**src/hdl/fprx_pkg.sv**
```systemverilog
// Shared types, codes and the CRC-32 byte update for the packet receiver.
package fprx_pkg;

   localparam int unsigned MAX_PAYLOAD_DEFAULT = 1024;

   localparam int unsigned CSR_INDEX_WIDTH = 2;
   localparam int unsigned CSR_DATA_WIDTH  = 11;

   localparam logic [CSR_INDEX_WIDTH-1:0] CSR_START_BYTE   = 2'd0;
   localparam logic [CSR_INDEX_WIDTH-1:0] CSR_END_BYTE     = 2'd1;
   localparam logic [CSR_INDEX_WIDTH-1:0] CSR_LENGTH_LIMIT = 2'd2;

   localparam logic [7:0]  START_BYTE_RESET   = 8'd170;
   localparam logic [7:0]  END_BYTE_RESET     = 8'd187;
   localparam logic [10:0] LENGTH_LIMIT_RESET = 11'd1024;

   localparam logic [1:0] KIND_DATA   = 2'd0;
   localparam logic [1:0] KIND_ACCEPT = 2'd1;
   localparam logic [1:0] KIND_REJECT = 2'd2;

   localparam logic [2:0] ERR_NONE  = 3'd0;
   localparam logic [2:0] ERR_START = 3'd1;
   localparam logic [2:0] ERR_END   = 3'd2;
   localparam logic [2:0] ERR_CRC   = 3'd3;
   localparam logic [2:0] ERR_LONG  = 3'd4;

   localparam logic [31:0] CRC_INIT = 32'hFFFF_FFFF;
   localparam logic [31:0] CRC_POLY = 32'hEDB8_8320;

   localparam int unsigned RSP_DATA_WIDTH = 40;

   // One result word as it leaves the parser.
   typedef struct packed {
      logic        valid;
      logic [1:0]  kind;
      logic [7:0]  payload_byte;
      logic [7:0]  frame_type;
      logic [15:0] payload_length;
      logic [2:0]  error_code;
   } result_type;

   // Reflected CRC-32, one byte per call.
   function automatic logic [31:0] crc32_byte(input logic [31:0] crc, input logic [7:0] data);
      logic [31:0] c;
      c = crc ^ {24'd0, data};
      for (int k = 0; k < 8; k++) begin
         c = c[0] ? ((c >> 1) ^ CRC_POLY) : (c >> 1);
      end
      return c;
   endfunction

endpackage

```
**src/hdl/fprx_parser.sv**
```systemverilog
// Frame field parser: header, payload, CRC and end checks, one byte per cycle while byte_fire is high.
module fprx_parser
   import fprx_pkg::*;
#(
   parameter int unsigned MAX_PAYLOAD = MAX_PAYLOAD_DEFAULT
) (
   input  logic                       clock,
   input  logic                       reset,
   input  logic                       csr_we,
   input  logic [CSR_INDEX_WIDTH-1:0] csr_index,
   input  logic [CSR_DATA_WIDTH-1:0]  csr_wdata,
   input  logic                       byte_fire,
   input  logic [7:0]                 rx_byte,
   output result_type                 result
);

   typedef enum logic [2:0] {
      PH_HUNT   = 3'd0,
      PH_TYPE   = 3'd1,
      PH_LEN_LO = 3'd2,
      PH_LEN_HI = 3'd3,
      PH_DATA   = 3'd4,
      PH_CRC    = 3'd5,
      PH_END    = 3'd6
   } phase_type;

   localparam logic [15:0] MaxPayload16 = 16'(MAX_PAYLOAD);

   phase_type   phase_ff, phase_in;
   logic [15:0] count_ff, count_in;
   logic [15:0] length_ff, length_in;
   logic [7:0]  type_ff, type_in;
   logic [31:0] crc_ff, crc_in;
   logic [31:0] rx_crc_ff, rx_crc_in;
   logic [7:0]  start_byte_ff, end_byte_ff;
   logic [10:0] length_limit_ff;

   logic [15:0] limit;
   logic [15:0] length_full;
   logic [15:0] count_inc;
   logic [31:0] crc_fed;
   logic [31:0] byte_lane;

   always_comb begin
      limit = {5'd0, length_limit_ff};
      if (MaxPayload16 < limit) begin
         limit = MaxPayload16;
      end
      length_full = {rx_byte, length_ff[7:0]};
      count_inc   = count_ff + 16'd1;
      crc_fed     = crc32_byte(crc_ff, rx_byte);
      byte_lane   = {24'd0, rx_byte} << {count_ff[1:0], 3'b000};
   end

   always_comb begin
      phase_in  = phase_ff;
      count_in  = count_ff;
      length_in = length_ff;
      type_in   = type_ff;
      crc_in    = crc_ff;
      rx_crc_in = rx_crc_ff;
      result    = '{valid: 1'b0, kind: KIND_DATA, payload_byte: 8'd0,
                    frame_type: type_ff, payload_length: length_ff, error_code: ERR_NONE};
      case (phase_ff)
         PH_TYPE: begin
            type_in  = rx_byte;
            crc_in   = crc_fed;
            phase_in = PH_LEN_LO;
         end
         PH_LEN_LO: begin
            length_in = {8'd0, rx_byte};
            crc_in    = crc_fed;
            phase_in  = PH_LEN_HI;
         end
         PH_LEN_HI: begin
            length_in = length_full;
            crc_in    = crc_fed;
            count_in  = 16'd0;
            if (length_full > limit) begin
               phase_in              = PH_HUNT;
               result.valid          = 1'b1;
               result.kind           = KIND_REJECT;
               result.payload_length = length_full;
               result.error_code     = ERR_LONG;
            end else begin
               phase_in = (length_full == 16'd0) ? PH_CRC : PH_DATA;
            end
         end
         PH_DATA: begin
            crc_in = crc_fed;
            if (count_inc >= length_ff) begin
               count_in = 16'd0;
               phase_in = PH_CRC;
            end else begin
               count_in = count_inc;
            end
            result.valid        = 1'b1;
            result.kind         = KIND_DATA;
            result.payload_byte = rx_byte;
         end
         PH_CRC: begin
            rx_crc_in = rx_crc_ff | byte_lane;
            if (count_inc >= 16'd4) begin
               count_in = 16'd0;
               phase_in = PH_END;
            end else begin
               count_in = count_inc;
            end
         end
         PH_END: begin
            phase_in     = PH_HUNT;
            result.valid = 1'b1;
            if (rx_byte != end_byte_ff) begin
               result.kind       = KIND_REJECT;
               result.error_code = ERR_END;
            end else if ((crc_ff ^ CRC_INIT) != rx_crc_ff) begin
               result.kind       = KIND_REJECT;
               result.error_code = ERR_CRC;
            end else begin
               result.kind = KIND_ACCEPT;
            end
         end
         default: begin
            phase_in = PH_HUNT;
            if (rx_byte != start_byte_ff) begin
               result.valid          = 1'b1;
               result.kind           = KIND_REJECT;
               result.frame_type     = 8'd0;
               result.payload_length = 16'd0;
               result.error_code     = ERR_START;
            end else begin
               crc_in    = crc32_byte(CRC_INIT, rx_byte);
               rx_crc_in = 32'd0;
               count_in  = 16'd0;
               length_in = 16'd0;
               type_in   = 8'd0;
               phase_in  = PH_TYPE;
            end
         end
      endcase
      result.valid = result.valid & byte_fire;
   end

   always_ff @(posedge clock) begin
      if (reset) begin
         phase_ff        <= PH_HUNT;
         count_ff        <= 16'd0;
         length_ff       <= 16'd0;
         type_ff         <= 8'd0;
         crc_ff          <= CRC_INIT;
         rx_crc_ff       <= 32'd0;
         start_byte_ff   <= START_BYTE_RESET;
         end_byte_ff     <= END_BYTE_RESET;
         length_limit_ff <= LENGTH_LIMIT_RESET;
      end else begin
         if (byte_fire) begin
            phase_ff  <= phase_in;
            count_ff  <= count_in;
            length_ff <= length_in;
            type_ff   <= type_in;
            crc_ff    <= crc_in;
            rx_crc_ff <= rx_crc_in;
         end
         if (csr_we) begin
            case (csr_index)
               CSR_START_BYTE:   start_byte_ff   <= csr_wdata[7:0];
               CSR_END_BYTE:     end_byte_ff     <= csr_wdata[7:0];
               CSR_LENGTH_LIMIT: length_limit_ff <= csr_wdata;
               default: ;
            endcase
         end
      end
   end

endmodule

```
**src/hdl/fprx_out_reg.sv**
```systemverilog
// Result register: hold a word until the consumer takes it, refill in the same cycle.
module fprx_out_reg
   import fprx_pkg::*;
(
   input  logic                      clock,
   input  logic                      reset,
   input  result_type                result,
   output logic                      load_ok,
   output logic                      rsp_tvalid,
   input  logic                      rsp_tready,
   output logic [RSP_DATA_WIDTH-1:0] rsp_tdata,
   output logic [1:0]                rsp_tuser
);

   logic       valid_ff;
   result_type word_ff;

   assign load_ok    = !valid_ff || rsp_tready;
   assign rsp_tvalid = valid_ff;
   assign rsp_tuser  = word_ff.kind;
   assign rsp_tdata  = {5'd0, word_ff.error_code, word_ff.payload_length,
                        word_ff.frame_type, word_ff.payload_byte};

   always_ff @(posedge clock) begin
      if (reset) begin
         valid_ff <= 1'b0;
      end else if (load_ok) begin
         valid_ff <= result.valid;
      end
   end

   always_ff @(posedge clock) begin
      if (load_ok && result.valid) begin
         word_ff <= result;
      end
   end

endmodule

```
**src/hdl/framed_packet_receiver_crc32_core.sv**
```systemverilog
// Top level of the framed packet receiver with CRC-32 check.
//
//   channel | direction | word contents (lowest bit first)
//   req_*   | in        | tdata: rx_byte[7:0]
//   rsp_*   | out       | tdata: payload_byte, frame_type, payload_length, error_code;
//           |           | tuser: kind
//   csr_*   | in        | write enable, register index, write data (no read-back)
//
// One byte is taken per cycle while req_tready is high; its result, if any, shows on rsp_* the next cycle.
// The frame state and the bytewise CRC update sit in one register stage, so a
// byte never waits for the one before it.
// Reset is synchronous and active high; it returns the parser to hunting and
// restores the marker and length-limit registers to their defaults.
// A stalled result holds the input: req_tready drops only while a word waits
// and rsp_tready is low.
module framed_packet_receiver_crc32_core
   import fprx_pkg::*;
#(
   parameter int unsigned MAX_PAYLOAD = MAX_PAYLOAD_DEFAULT
) (
   input  logic                       clock,
   input  logic                       reset,
   // input byte stream
   input  logic                       req_tvalid,
   output logic                       req_tready,
   input  logic [7:0]                 req_tdata,   // [7:0] rx_byte
   // result stream
   output logic                       rsp_tvalid,
   input  logic                       rsp_tready,
   output logic [RSP_DATA_WIDTH-1:0]  rsp_tdata,   // [7:0] payload_byte, [15:8] frame_type,
                                                   // [31:16] payload_length, [34:32] error_code
   output logic [1:0]                 rsp_tuser,   // [1:0] kind
   // register writes
   input  logic                       csr_we,
   input  logic [CSR_INDEX_WIDTH-1:0] csr_index,
   input  logic [CSR_DATA_WIDTH-1:0]  csr_wdata
);

   result_type result;
   logic       load_ok;
   logic       byte_fire;

   // Take a byte whenever the result register can absorb what it produces.
   assign req_tready = load_ok;
   assign byte_fire  = req_tvalid && req_tready;

   fprx_parser #(
      .MAX_PAYLOAD (MAX_PAYLOAD)
   ) u_parser (
      .clock     (clock),
      .reset     (reset),
      .csr_we    (csr_we),
      .csr_index (csr_index),
      .csr_wdata (csr_wdata),
      .byte_fire (byte_fire),
      .rx_byte   (req_tdata),
      .result    (result)
   );

   fprx_out_reg u_out_reg (
      .clock      (clock),
      .reset      (reset),
      .result     (result),
      .load_ok    (load_ok),
      .rsp_tvalid (rsp_tvalid),
      .rsp_tready (rsp_tready),
      .rsp_tdata  (rsp_tdata),
      .rsp_tuser  (rsp_tuser)
   );

endmodule

```
**config.mk**
```make
export PLATFORM = sky130hd
export DESIGN_NAME = framed_packet_receiver_crc32_core
export DESIGN_NICKNAME = d
export VERILOG_FILES = /design/src/hdl/fprx_pkg.sv /design/src/hdl/fprx_parser.sv /design/src/hdl/fprx_out_reg.sv /design/src/hdl/framed_packet_receiver_crc32_core.sv
export SDC_FILE = /design/constraint.sdc
export NUM_CORES = 1
export LEC_CHECK = 0
export BUFFER_PORTS_ARGS = -buffer_cell sky130_fd_sc_hd__buf_2
export CAP_MARGIN = 30
export CORE_ASPECT_RATIO = 1.2
export CORE_UTILIZATION = 31
export DETAILED_ROUTE_END_ITERATION = 10
export HOLD_SLACK_MARGIN = 0.03
export SLEW_MARGIN = 20
export SYNTH_ARGS = -nofsm -noshare
export SYNTH_HDL_FRONTEND = slang
export SYNTH_SLANG_ARGS = --single-unit
export TNS_END_PERCENT = 30
```
**constraint.sdc**
```tcl
create_clock -name clock -period 5.9 [get_ports clock]
set_clock_uncertainty 0.1 [all_clocks]
set_input_delay 1.18 -clock clock [delete_from_list [all_inputs] [get_ports clock]]
set_output_delay 1.18 -clock clock [all_outputs]
set_load 0.01 [all_outputs]
```
==> results of run 1 <==
==> registers in the layout, indices dropped and copies added, names as in the netlist <==
register and count:
u_parser.phase_ff 3, u_parser.crc_ff 32, u_out_reg.rsp_tuser 2, u_parser.count_ff 16
u_parser.type_ff 8, u_parser.start_byte_ff 8, u_parser.length_ff 16, u_parser.length_limit_ff 11
u_out_reg.rsp_tvalid 1, u_parser.end_byte_ff 8, u_parser.rx_crc_ff 32, u_out_reg.rsp_tdata 35
==> power by group through the flow <==
| stage | clock network [mW] | registers [mW] | logic [mW] |
|---|---|---|---|
| 5_1_grt | 1.23 | 1.24 | 0.381 |
| 6_report | 1.16 | 1.23 | 0.350 |
| 3_3_place_gp | 0 | 1.26 | 0.342 |
| 2_1_floorplan | 0 | 1.27 | 0.252 |
| 4_1_cts | 1.18 | 1.23 | 0.352 |
| 3_5_place_dp | 0 | 1.26 | 0.349 |
==> routing by layer <==
| metal | wire, um | vias up |
|---|---|---|
| met5 | 0 | - |
| met4 | 590 | 0 |
| met3 | 1101 | 37 |
| met2 | 12840 | 188 |
| met1 | 11490 | 3657 |
| li1 | - | 3694 |
==> placed cells by master (no fill, tap or decap), types with 12 or more instances in the layout <==
cell type,instances
nand3_1,22
nand2_1,68
a22o_1,18
a211oi_1,18
xor2_1,35
nor2b_1,12
nand4_1,16
and2_1,15
ha_1,34
a21oi_1,68
clkbuf_16,17
o21ai_0,13
buf_4,16
inv_1,30
a211o_1,32
buf_2,64
mux2i_1,15
edfxtp_1,37
xnor2_1,141
nor4_1,14
nor2_1,139
dfxtp_1,135
==> layout make-up <==
| type | instances | area (um^2) |
|---|---|---|
| timing repair buffer | 83 | 523.0 |
| sequential | 172 | 3814 |
| multi-input combinational | 781 | 5386 |
| clock buffer | 19 | 432.9 |
| fill | 3077 | 19640 |
| clock inverter | 13 | 165.2 |
| inverter | 30 | 112.6 |
| tap | 396 | 495.5 |
==> cell families (layout without fill, tap and decap cells) <==
| kind of cell | Yosys count | after routing | synth area share (%) |
|---|---|---|---|
| mux | 16 | 16 | 1.675 |
| buf+inv | 105 | 145 | 4.845 |
| compound gates | 201 | 201 | 14.43 |
| simple gates | 340 | 340 | 17.02 |
| xor+xnor | 185 | 185 | 17.99 |
| flops | 172 | 172 | 39.59 |
| other cells | 1 | 5 | 0.03893 |
| fa+ha+maj | 34 | 34 | 4.416 |
==> worst min-delay path by stage <==
| stage | endpoint | cells after the start | start |
|---|---|---|---|
| detailed placement | u_parser.end_byte_ff[6]$_SDFFE_PP0P_ | 2 | u_parser.end_byte_ff[6]$_SDFFE_PP0P_ |
| floorplan | u_parser.length_ff[10]$_SDFFE_PP0P_ | 2 | u_parser.length_ff[10]$_SDFFE_PP0P_ |
| global route | u_parser.length_ff[8]$_SDFFE_PP0P_ | 2 | u_parser.length_ff[8]$_SDFFE_PP0P_ |
| global placement | u_parser.end_byte_ff[6]$_SDFFE_PP0P_ | 2 | u_parser.end_byte_ff[6]$_SDFFE_PP0P_ |
| finish | u_parser.end_byte_ff[6]$_SDFFE_PP0P_ | 2 | u_parser.end_byte_ff[6]$_SDFFE_PP0P_ |
| CTS | u_parser.end_byte_ff[6]$_SDFFE_PP0P_ | 2 | u_parser.end_byte_ff[6]$_SDFFE_PP0P_ |
==> tightest hold or removal path: cells and delay by family (launching register included) <==
family / cells / cell delay (ps)
AO/OA/AOI/OAI: 1 / 50
flip-flops: 1 / 320
AND/OR/NAND/NOR: 1 / 50
==> cells in the mapped netlist, types with 4 or more instances <==
cell / number / area, um^2
ha_1: 34 / 425.4
nor4_1: 14 / 87.58
inv_1: 30 / 112.6
mux2i_1: 15 / 150.1
buf_1: 6 / 22.52
nand2b_1: 7 / 43.79
and3_1: 6 / 37.54
and2_1: 15 / 93.84
a32o_1: 6 / 60.06
dfxtp_1: 135 / 2703
nand2_1: 68 / 255.2
o21ai_1: 6 / 30.03
buf_4: 10 / 75.07
a211o_1: 32 / 280.3
nand4_1: 16 / 100.1
o211ai_1: 4 / 30.03
xnor2_1: 141 / 1235
buf_2: 15 / 75.07
nor2_1: 140 / 525.5
a211oi_1: 18 / 135.1
nand3b_1: 8 / 60.06
a22o_1: 18 / 157.7
a22oi_1: 10 / 75.07
a21o_1: 7 / 52.55
nor2b_1: 12 / 75.07
o21ai_0: 13 / 65.06
nand3_1: 22 / 110.1
xor2_1: 35 / 306.5
a21oi_1: 68 / 340.3
nor3_1: 10 / 50.05
edfxtp_1: 37 / 1111
clkbuf_1: 41 / 153.9
==> impl_metrics.env, run 1 <==
export IMPL_outcome="finished, final reports clean"
export IMPL_pwr_share_comb_pct=12.8
export IMPL_grt_use_met3_pct=2.910
export IMPL_switching_power_uw=705.5
export IMPL_utilization_pct=35.76
export IMPL_fin_area_um2=10930
export IMPL_regToRegStartpoint="u_parser.count_ff[0]$_SDFFE_PP0P_"
export IMPL_netlist_area_um2=9633
export IMPL_hold_buffers=0
export IMPL_grt_busiest_layer="met2"
export IMPL_cts_root_buffer="clkbuf_16"
export IMPL_path_buf_inv=2
export IMPL_min_period_ps=3882
export IMPL_drc=0
export IMPL_r2r_cells=12
export IMPL_end_kind="register"
export IMPL_p_int_mw=2.039
export IMPL_grt_usage_pct=16.66
export IMPL_slowest_delay_ps=840
export IMPL_diodes=0
export IMPL_cp_depth=10
export IMPL_first_pass_iters=5
export IMPL_place_gp_congestion=0.8663
export IMPL_dpl_cell_area_um2=10330
export IMPL_hold_viol_final=0
export IMPL_rrSetupSlack_ps=2110
export IMPL_hold_path_class="register to register"
export IMPL_crit_fanout=19
export IMPL_post_cts_resized=0
export IMPL_syn_area_per_cell_um2=9.139
export IMPL_final_net_count=1145
export IMPL_dp_final_hpwl_um=18580
export IMPL_vdd_drop_max_uv=171.9
export IMPL_finalSetupViolations=0
export IMPL_synth_edf_count=37
export IMPL_cts_buffers=17
export IMPL_fin_hold_ws_ps=367.7
export IMPL_syn2layout_area_growth_pct=13.46
export IMPL_grt_use_met1_pct=20.71
export IMPL_worst_ep_required_time_ps=6180
export IMPL_crit_family="simple AND/OR/NAND/NOR gates"
export IMPL_grt_max_degree=49
export IMPL_crit_start="req_tdata[2]"
export IMPL_pwr_share_clk_pct=42.2
export IMPL_yosysWarnings=0
export IMPL_yosysUniqueCellTypes=70
export IMPL_die_h_um=195.1
export IMPL_via_count=7576
export IMPL_p_sw_share_pct=25.71
export IMPL_layout_setup_ws_ps=2018
export IMPL_cts_sinks=172
export IMPL_synth_seq_cells=172
export IMPL_totalWireLength_um=26020
export IMPL_arrival_ps=4160
export IMPL_routed_via_density=5.071
export IMPL_power_share_sequential_pct=45.0
export IMPL_grt_pass1_vias=7189
export IMPL_tritoncts="built"
export IMPL_slew_headroom_pct=33.08
export IMPL_fin_cells=1494
export IMPL_fmax_ghz=0.2576
export IMPL_synthFlopType="dfxtp_1"
export IMPL_met2_usage_pct=28.65
export IMPL_drive_above_1_share_pct=12.48
export IMPL_power_mw=2.744
export IMPL_ys_seq_area_share_pct=39.59
export IMPL_post_cts_setup_buffers=0
export IMPL_antenna_found_initial=0
export IMPL_gr_total_overflow=0
export IMPL_p_leak_nw=4.049
export IMPL_start_kind="input pin"
export IMPL_port_buffers=64
export IMPL_clkLatencyLatePin_ps=430
export IMPL_slew_violations=0
export IMPL_min_period_over_period_pct=65.80
export IMPL_drtIter0Drc=541
export IMPL_crit_path_top_delay_cell="nor3b_2"
export IMPL_start_util_pct=31.51
export IMPL_htreeDepth=4
export IMPL_io_pins=70
export IMPL_grt_pass1_wl_um=40610
export IMPL_rsz0062_at_grt="false"
export IMPL_wl_per_cell_um=17.41
export IMPL_crit_end="u_parser.count_ff[13]$_SDFFE_PP0P_"
export IMPL_crit_chain="buf_2 > buf_4 > xnor2_1 > nand4_1 > nor3_4 > o21ai_1 > a21oi_2 > nor3b_2 > and2_1 > a22o_1"
export IMPL_tightest_slew_ps=999.5
export IMPL_setup_worst_path_class="input pin to register"
export IMPL_dieWidth_um=162.9
export IMPL_ant_nets=0
export IMPL_max_cap_violations=0
export IMPL_tns_ps=0
export IMPL_pre_cts_ws_ps=1630
export IMPL_dieArea_um2=31790
export IMPL_rows=70
export IMPL_clk_pin_slew_worst_paths_ps=70
export IMPL_syn_inst=1054
export IMPL_dp_cells=1462
export IMPL_rr_endpoint="u_parser.count_ff[7]$_SDFFE_PP0P_"
export IMPL_power_density_nw_per_um2=251.1
export IMPL_core_um2=30570
export IMPL_async_reset_ff_share_pct=0
export IMPL_max_clock_path_buffers=2
(Power assumes the default switching activity.)
==> inputs of run 2 (changes only) <==
--- a/config.mk
+++ b/config.mk
@@ -5,6 +5,7 @@
 export SDC_FILE = /design/constraint.sdc
 export NUM_CORES = 1
 export LEC_CHECK = 0
+export ABC_AREA = 1
 export BUFFER_PORTS_ARGS = -buffer_cell sky130_fd_sc_hd__buf_2
 export CAP_MARGIN = 30
 export CORE_ASPECT_RATIO = 1.2
==> constraint.sdc (replaced) <==
create_clock -name clock -period 3.86 [get_ports clock]
set_clock_uncertainty 0.1 [all_clocks]
set_input_delay 0.772 -clock clock [delete_from_list [all_inputs] [get_ports clock]]
set_output_delay 0.772 -clock clock [all_outputs]
set_load 0.01 [all_outputs]
==> run 2 against run 1 <==
Net effect:
- first-iteration DRC count increased by 11%
- power increased by 98%
- cell count increased by 21%
- critical endpoint is now u_out_reg.rsp_tdata[8]$_DFFE_PP_
- largest cell class unchanged
- global-route usage increased by 2.0 points
- clock power increased by 46%
- sequential share of layout area decreased by 1.3 points
- critical path type is now register to register
- via count increased by 19%
==> impl_metrics.env, run 2 <==
export IMPL_outcome="finished, final reports clean"
export IMPL_tightest_slew_ps=879.0
export IMPL_rsz0062_at_grt="false"
export IMPL_dpl_cell_area_um2=10780
export IMPL_yosysWarnings=0
export IMPL_fin_hold_ws_ps=363.5
export IMPL_hold_buffers=0
export IMPL_dieArea_um2=33070
export IMPL_via_count=9009
export IMPL_drtIter0Drc=601
export IMPL_end_kind="register"
export IMPL_final_cell_mix="nand2_1 (276), inv_1 (145), nor2_1 (140)"
export IMPL_syn_area_per_cell_um2=7.455
export IMPL_ys_seq_area_share_pct=38.03
export IMPL_synth_edf_count=37
export IMPL_tns_ps=0
export IMPL_worst_ep_required_time_ps=3900
export IMPL_slew_violations=0
export IMPL_post_cts_setup_buffers=0
export IMPL_synth_top_area_share_pct=26.95
export IMPL_start_kind="register"
export IMPL_antenna_found_initial=0
export IMPL_clk_pin_slew_worst_paths_ps=70
export IMPL_fin_area_um2=11340
export IMPL_synth_commonest_cells="nand2_1 (276), inv_1 (145), nor2_1 (140), dfxtp_1 (135), a21oi_1 (109)"
export IMPL_core_um2=31630
export IMPL_tritoncts="built"
export IMPL_dieWidth_um=166.2
export IMPL_largest_reg_flops=35
export IMPL_first_pass_iters=5
export IMPL_fmax_ghz=0.3295
export IMPL_port_buffers=64
export IMPL_min_period_ps=3035
export IMPL_crit_fanout=29
export IMPL_netlist_area_um2=10030
export IMPL_final_common_cell="nand2_1"
export IMPL_hold_viol_final=0
export IMPL_final_net_count=1460
export IMPL_grt_pass1_vias=8642
export IMPL_die_h_um=199.0
export IMPL_synth_most_common_cell="nand2_1"
export IMPL_start_util_pct=31.71
export IMPL_dp_final_hpwl_um=22560
export IMPL_async_reset_ff_share_pct=0
export IMPL_pre_cts_ws_ps=670.0
export IMPL_diodes=0
export IMPL_slew_headroom_pct=41.34
export IMPL_htreeDepth=4
export IMPL_synthFlopType="dfxtp_1"
export IMPL_layout_setup_ws_ps=824.9
export IMPL_synthTopCellsByArea="dfxtp_1 (27%), edfxtp_1 (11%), nand2_1 (10%)"
export IMPL_cts_root_buffer="clkbuf_16"
export IMPL_arrival_ps=3070
export IMPL_synth_seq_cells=172
export IMPL_drive_above_1_share_pct=11.61
export IMPL_post_cts_resized=0
export IMPL_wl_per_cell_um=16.78
export IMPL_place_gp_congestion=0.9337
export IMPL_totalWireLength_um=30440
export IMPL_grt_pass1_wl_um=47550
export IMPL_drc=0
export IMPL_synth_area_leader_cell="dfxtp_1"
export IMPL_yosysUniqueCellTypes=46
export IMPL_grt_max_degree=62
export IMPL_max_clock_path_buffers=2
export IMPL_hold_path_class="register to register"
export IMPL_min_period_over_period_pct=78.63
export IMPL_setup_worst_path_class="register to register"
export IMPL_ant_nets=0
export IMPL_max_cap_violations=0
export IMPL_finalSetupViolations=0
export IMPL_grt_usage_pct=18.71
export IMPL_p_leak_nw=4.825
export IMPL_routed_via_density=4.966
export IMPL_syn_inst=1345
export IMPL_gr_total_overflow=0
export IMPL_io_pins=70
export IMPL_cts_sinks=172
export IMPL_vdd_drop_max_uv=371.2
export IMPL_syn2layout_area_growth_pct=13.14
export IMPL_cts_buffers=17
export IMPL_clkLatencyLatePin_ps=450
export IMPL_power_density_nw_per_um2=479.7
export IMPL_rows=71
==> run 2: final timing paths <==
kind	slack, ps	startpoint	endpoint	cells after the start
worst min-delay path	360	u_parser.rx_crc_ff[30]$_SDFFE_PP0P_	u_parser.rx_crc_ff[30]$_SDFFE_PP0P_	2
worst max-delay path	820	u_parser.length_limit_ff[3]$_SDFFE_PP0P_	u_out_reg.rsp_tdata[8]$_DFFE_PP_	16
worst max register to register	820	u_parser.length_limit_ff[3]$_SDFFE_PP0P_	u_out_reg.rsp_tdata[8]$_DFFE_PP_	16
worst min register to register	360	u_parser.rx_crc_ff[30]$_SDFFE_PP0P_	u_parser.rx_crc_ff[30]$_SDFFE_PP0P_	2
==> run 2: metrics by stage <==
stage	instances	power, mW	utilization, %
final	1814	5.442	35.87
after global routing	1814	5.723	35.87
after CTS	1814	5.470	35.87
after detailed placement	1782	3.775	34.08
after global placement	1782	3.758	34.08
after floorplan	1349	3.301	-
==> run 2: kinds of logic after synthesis <==
| group | Yosys count | synth area share, % |
|---|---|---|
| AND/OR/NAND/NOR | 577 | 24.66 |
| AO/OA/AOI/OAI | 223 | 12.90 |
| adder cells (fa/ha/maj) | 34 | 4.243 |
| XOR/XNOR | 122 | 11.33 |
| flip-flops | 172 | 38.03 |
| other | 1 | 0.03740 |
| buffers and inverters | 216 | 8.797 |
==> run 2: layout make-up <==
cell class | count | area (um^2)
inverters | 160 | 600.6
well taps | 401 | 501.7
repair buffers | 88 | 513.0
fillers | 3343 | 20280
clock inverters | 15 | 140.1
clock buffers | 17 | 425.4
multi-input cells | 961 | 5350
flip-flops and latches | 172 | 3814
==> run 2: report_power, final <==
group          total [mW]  internal (mW)  switching [mW]
Clock                1.69          0.899           0.791
Combinational        1.65          0.584            1.07
Sequential           2.10           1.99           0.113
Total                5.44           3.47            1.97
==> run 2: layer usage <==
metal,global-route usage (%),vias to the layer above,share of wire (%)
met5,0,-,0
met4,10.66,0,4.5
met3,2.726,62,4.0
met2,33.18,215,50
met1,21.61,4236,42
li1,-,4496,-
==> run 2: worst max-delay path, cell delays in order (launching register included) <==
cell	delay, ps
dfxtp_1	330
nor4_1	270
a21oi_1	120
clkinv_1	150
nand2_1	80
ha_1	290
nand2_1	70
o21ai_0	160
nand2_1	70
nand2_1	60
nand2_1	50
nand2_1	80
nand3_1	100
nand2_1	90
nand3_1	80
inv_1	350
buf_12	260
==> inputs of run 3 (changes only) <==
==> constraint.sdc (replaced) <==
create_clock -name clock -period 3.1 [get_ports clock]
set_clock_uncertainty 0.1 [all_clocks]
set_input_delay 0.62 -clock clock [delete_from_list [all_inputs] [get_ports clock]]
set_output_delay 0.62 -clock clock [all_outputs]
set_load 0.01 [all_outputs]
==> run 3 against run 2 <==
Net effect:
- the flow now finishes with violations (design-rule violations)
- largest power group unchanged
- register-to-register slack worse by 640 ps
- maximum frequency is 4.1% higher
- combinational power is 33% higher
- cell count is 1.7% higher
- sequential power is 24% higher
- sequential share of layout area is 1.1 points lower
==> impl_metrics.env, run 3 (synthesized netlist as in run 2, its figures left out) <==
export IMPL_final_common_cell="nand2_1"
export IMPL_cts_root_buffer="clkbuf_16"
export IMPL_crit_start="u_parser.length_limit_ff[9]$_SDFFE_PP0P_"
export IMPL_grt_max_degree=62
export IMPL_tns_ps=0
export IMPL_crit_chain="nor2_1 > nand2_1 > nor3_2 > a21oi_2 > clkinvlp_4 > nand2_2 > ha_4 > a21oi_2 > nor2_1 > nor4_1 > nand2_1 > nand3_2 > nand2_2 > nand3_4 > clkinvlp_4 > clkbuf_16"
export IMPL_final_cell_mix="nand2_1 (272), inv_1 (144), nor2_1 (137)"
export IMPL_fin_area_um2=11760
export IMPL_max_cap_violations=0
export IMPL_tightest_slew_ps=792.0
export IMPL_drive_above_1_share_pct=15.17
export IMPL_slowest_delay_ps=350
export IMPL_wl_per_cell_um=16.55
export IMPL_crit_family="simple AND/OR/NAND/NOR gates"
export IMPL_rsz0062_at_grt="true"
export IMPL_fmax_ghz=0.3429
export IMPL_via_count=9189
export IMPL_htreeDepth=4
export IMPL_clkLatencyLatePin_ps=440
export IMPL_die_h_um=199.0
export IMPL_totalWireLength_um=30540
export IMPL_clk_pin_slew_worst_paths_ps=70
export IMPL_switching_power_mw=2.467
export IMPL_gr_total_overflow=0
export IMPL_slew_headroom_pct=47.14
export IMPL_io_pins=70
export IMPL_port_buffers=64
export IMPL_antenna_found_initial=0
export IMPL_p_int_mw=4.426
export IMPL_regToRegStartpoint="u_parser.length_limit_ff[9]$_SDFFE_PP0P_"
export IMPL_largest_reg_flops=35
export IMPL_pre_cts_ws_ps=60.37
export IMPL_finalSetupViolations=0
export IMPL_max_clock_path_buffers=2
export IMPL_dieWidth_um=166.2
export IMPL_end_kind="register"
export IMPL_setup_worst_path_class="register to register"
export IMPL_diodes=0
export IMPL_layout_setup_ws_ps=183.5
export IMPL_crit_path_top_delay_cell="dfxtp_2"
export IMPL_crit_fanout=7
export IMPL_pwr_share_clk_pct=30.4
export IMPL_cts_sinks=172
export IMPL_arrival_ps=3020
export IMPL_routed_via_density=4.980
export IMPL_fin_hold_ws_ps=298.4
export IMPL_rows=71
export IMPL_outcome="complete, but fails checks"
export IMPL_start_util_pct=31.71
export IMPL_worst_ep_required_time_ps=3200
export IMPL_hold_path_class="input pin to register"
export IMPL_syn2layout_area_growth_pct=17.28
export IMPL_first_pass_iters=8
export IMPL_cp_depth=16
export IMPL_dp_final_hpwl_um=22340
export IMPL_core_um2=31630
export IMPL_dieArea_um2=33070
export IMPL_crit_end="u_out_reg.rsp_tdata[14]$_DFFE_PP_"
export IMPL_min_period_over_period_pct=94.08
export IMPL_path_buf_inv=3
export IMPL_tritoncts="built"
export IMPL_p_sw_share_pct=35.79
export IMPL_p_leak_nw=5.009
export IMPL_rr_endpoint="u_out_reg.rsp_tdata[14]$_DFFE_PP_"
export IMPL_power_share_sequential_pct=37.9
export IMPL_grt_pass1_wl_um=47200
export IMPL_rrSetupSlack_ps=180
export IMPL_min_period_ps=2916
export IMPL_cts_buffers=17
export IMPL_vdd_drop_max_uv=335.3
export IMPL_r2r_cells=16
export IMPL_start_kind="register"
export IMPL_place_gp_congestion=0.9132
export IMPL_drtIter0Drc=620
export IMPL_grt_usage_pct=18.47
export IMPL_ant_nets=0
export IMPL_grt_pass1_vias=8679
export IMPL_power_mw=6.894
export IMPL_power_density_nw_per_um2=586.2
export IMPL_pwr_share_comb_pct=31.7
export IMPL_hold_viol_final=0
export IMPL_drc=1
export IMPL_slew_violations=0
export IMPL_violations="design-rule violations"
export IMPL_final_net_count=1491
export IMPL_dpl_cell_area_um2=11000
export IMPL_hold_buffers=0
-- run 3: cell types whose count changed in the layout (fill, tap and decap cells not counted), sizes merged --
cell / previous run / this run
buf: 88 / 116
clkinvlp: 2 / 4
clkinv: 12 / 11
clkbuf: 17 / 19
-- run 3: power groups by stage --
stage	logic [mW]	clock network [mW]	registers [mW]
global route	2.41	2.23	2.63
finish	2.19	2.09	2.61
global placement	2.09	0	2.66
floorplan	1.46	0	2.65
detailed placement	2.11	0	2.66
CTS	2.12	2.14	2.61
-- run 3: tightest hold or removal path: stages --
cell	delay [ps]
buf_2	80
nand2_1	40
o211ai_1	60
-- run 3: through the flow --
| stage | utilization, % | std cells |
|---|---|---|
| after floorplan | - | 1349 |
| after global placement | 34.78 | 1806 |
| after detailed placement | 34.78 | 1806 |
| after CTS | 36.58 | 1838 |
| after global routing | 37.19 | 1845 |
| final | 37.19 | 1845 |
-- run 3: what timing repair did --
| action | 4_1_cts | 5_1_grt |
|---|---|---|
| buffers inserted | 0 | 3 |
| resized for setup | 0 | 28 |
| setup endpoints to repair | 0 | 61 |
-- run 3: worst min path at each step --
stage	start	endpoint	slack [ps]	cells after the start
CTS	csr_wdata[10]	u_parser.length_limit_ff[10]$_SDFFE_PP1P_	290	3
global route	csr_wdata[8]	u_parser.length_limit_ff[8]$_SDFFE_PP0P_	320	3
finish	csr_wdata[10]	u_parser.length_limit_ff[10]$_SDFFE_PP1P_	300	3
floorplan	u_parser.rx_crc_ff[20]$_SDFFE_PP0P_	u_parser.rx_crc_ff[20]$_SDFFE_PP0P_	340	2
detailed placement	u_parser.rx_crc_ff[23]$_SDFFE_PP0P_	u_parser.rx_crc_ff[23]$_SDFFE_PP0P_	350	2
global placement	u_parser.rx_crc_ff[27]$_SDFFE_PP0P_	u_parser.rx_crc_ff[27]$_SDFFE_PP0P_	350	2
-- run 3: layout make-up --
class,count,area [um^2]
fillers,3299,19870
multi-input cells,961,5441
flip-flops and latches,172,3820
repair buffers,118,818.3
inverters,160,604.3
well taps,401,501.7
clock buffers,17,425.4
clock inverters,15,141.4
repair inverters,1,7.507
-- run 3: metal layers --
metal / vias up / track usage [%] / part of all wire, %
met3: 69 / 2.845 / 4.5
met1: 4279 / 21.48 / 41
met2: 265 / 32.65 / 50
met5: - / 0 / 0
li1: 4576 / - / -
met4: 0 / 10.07 / 4.5
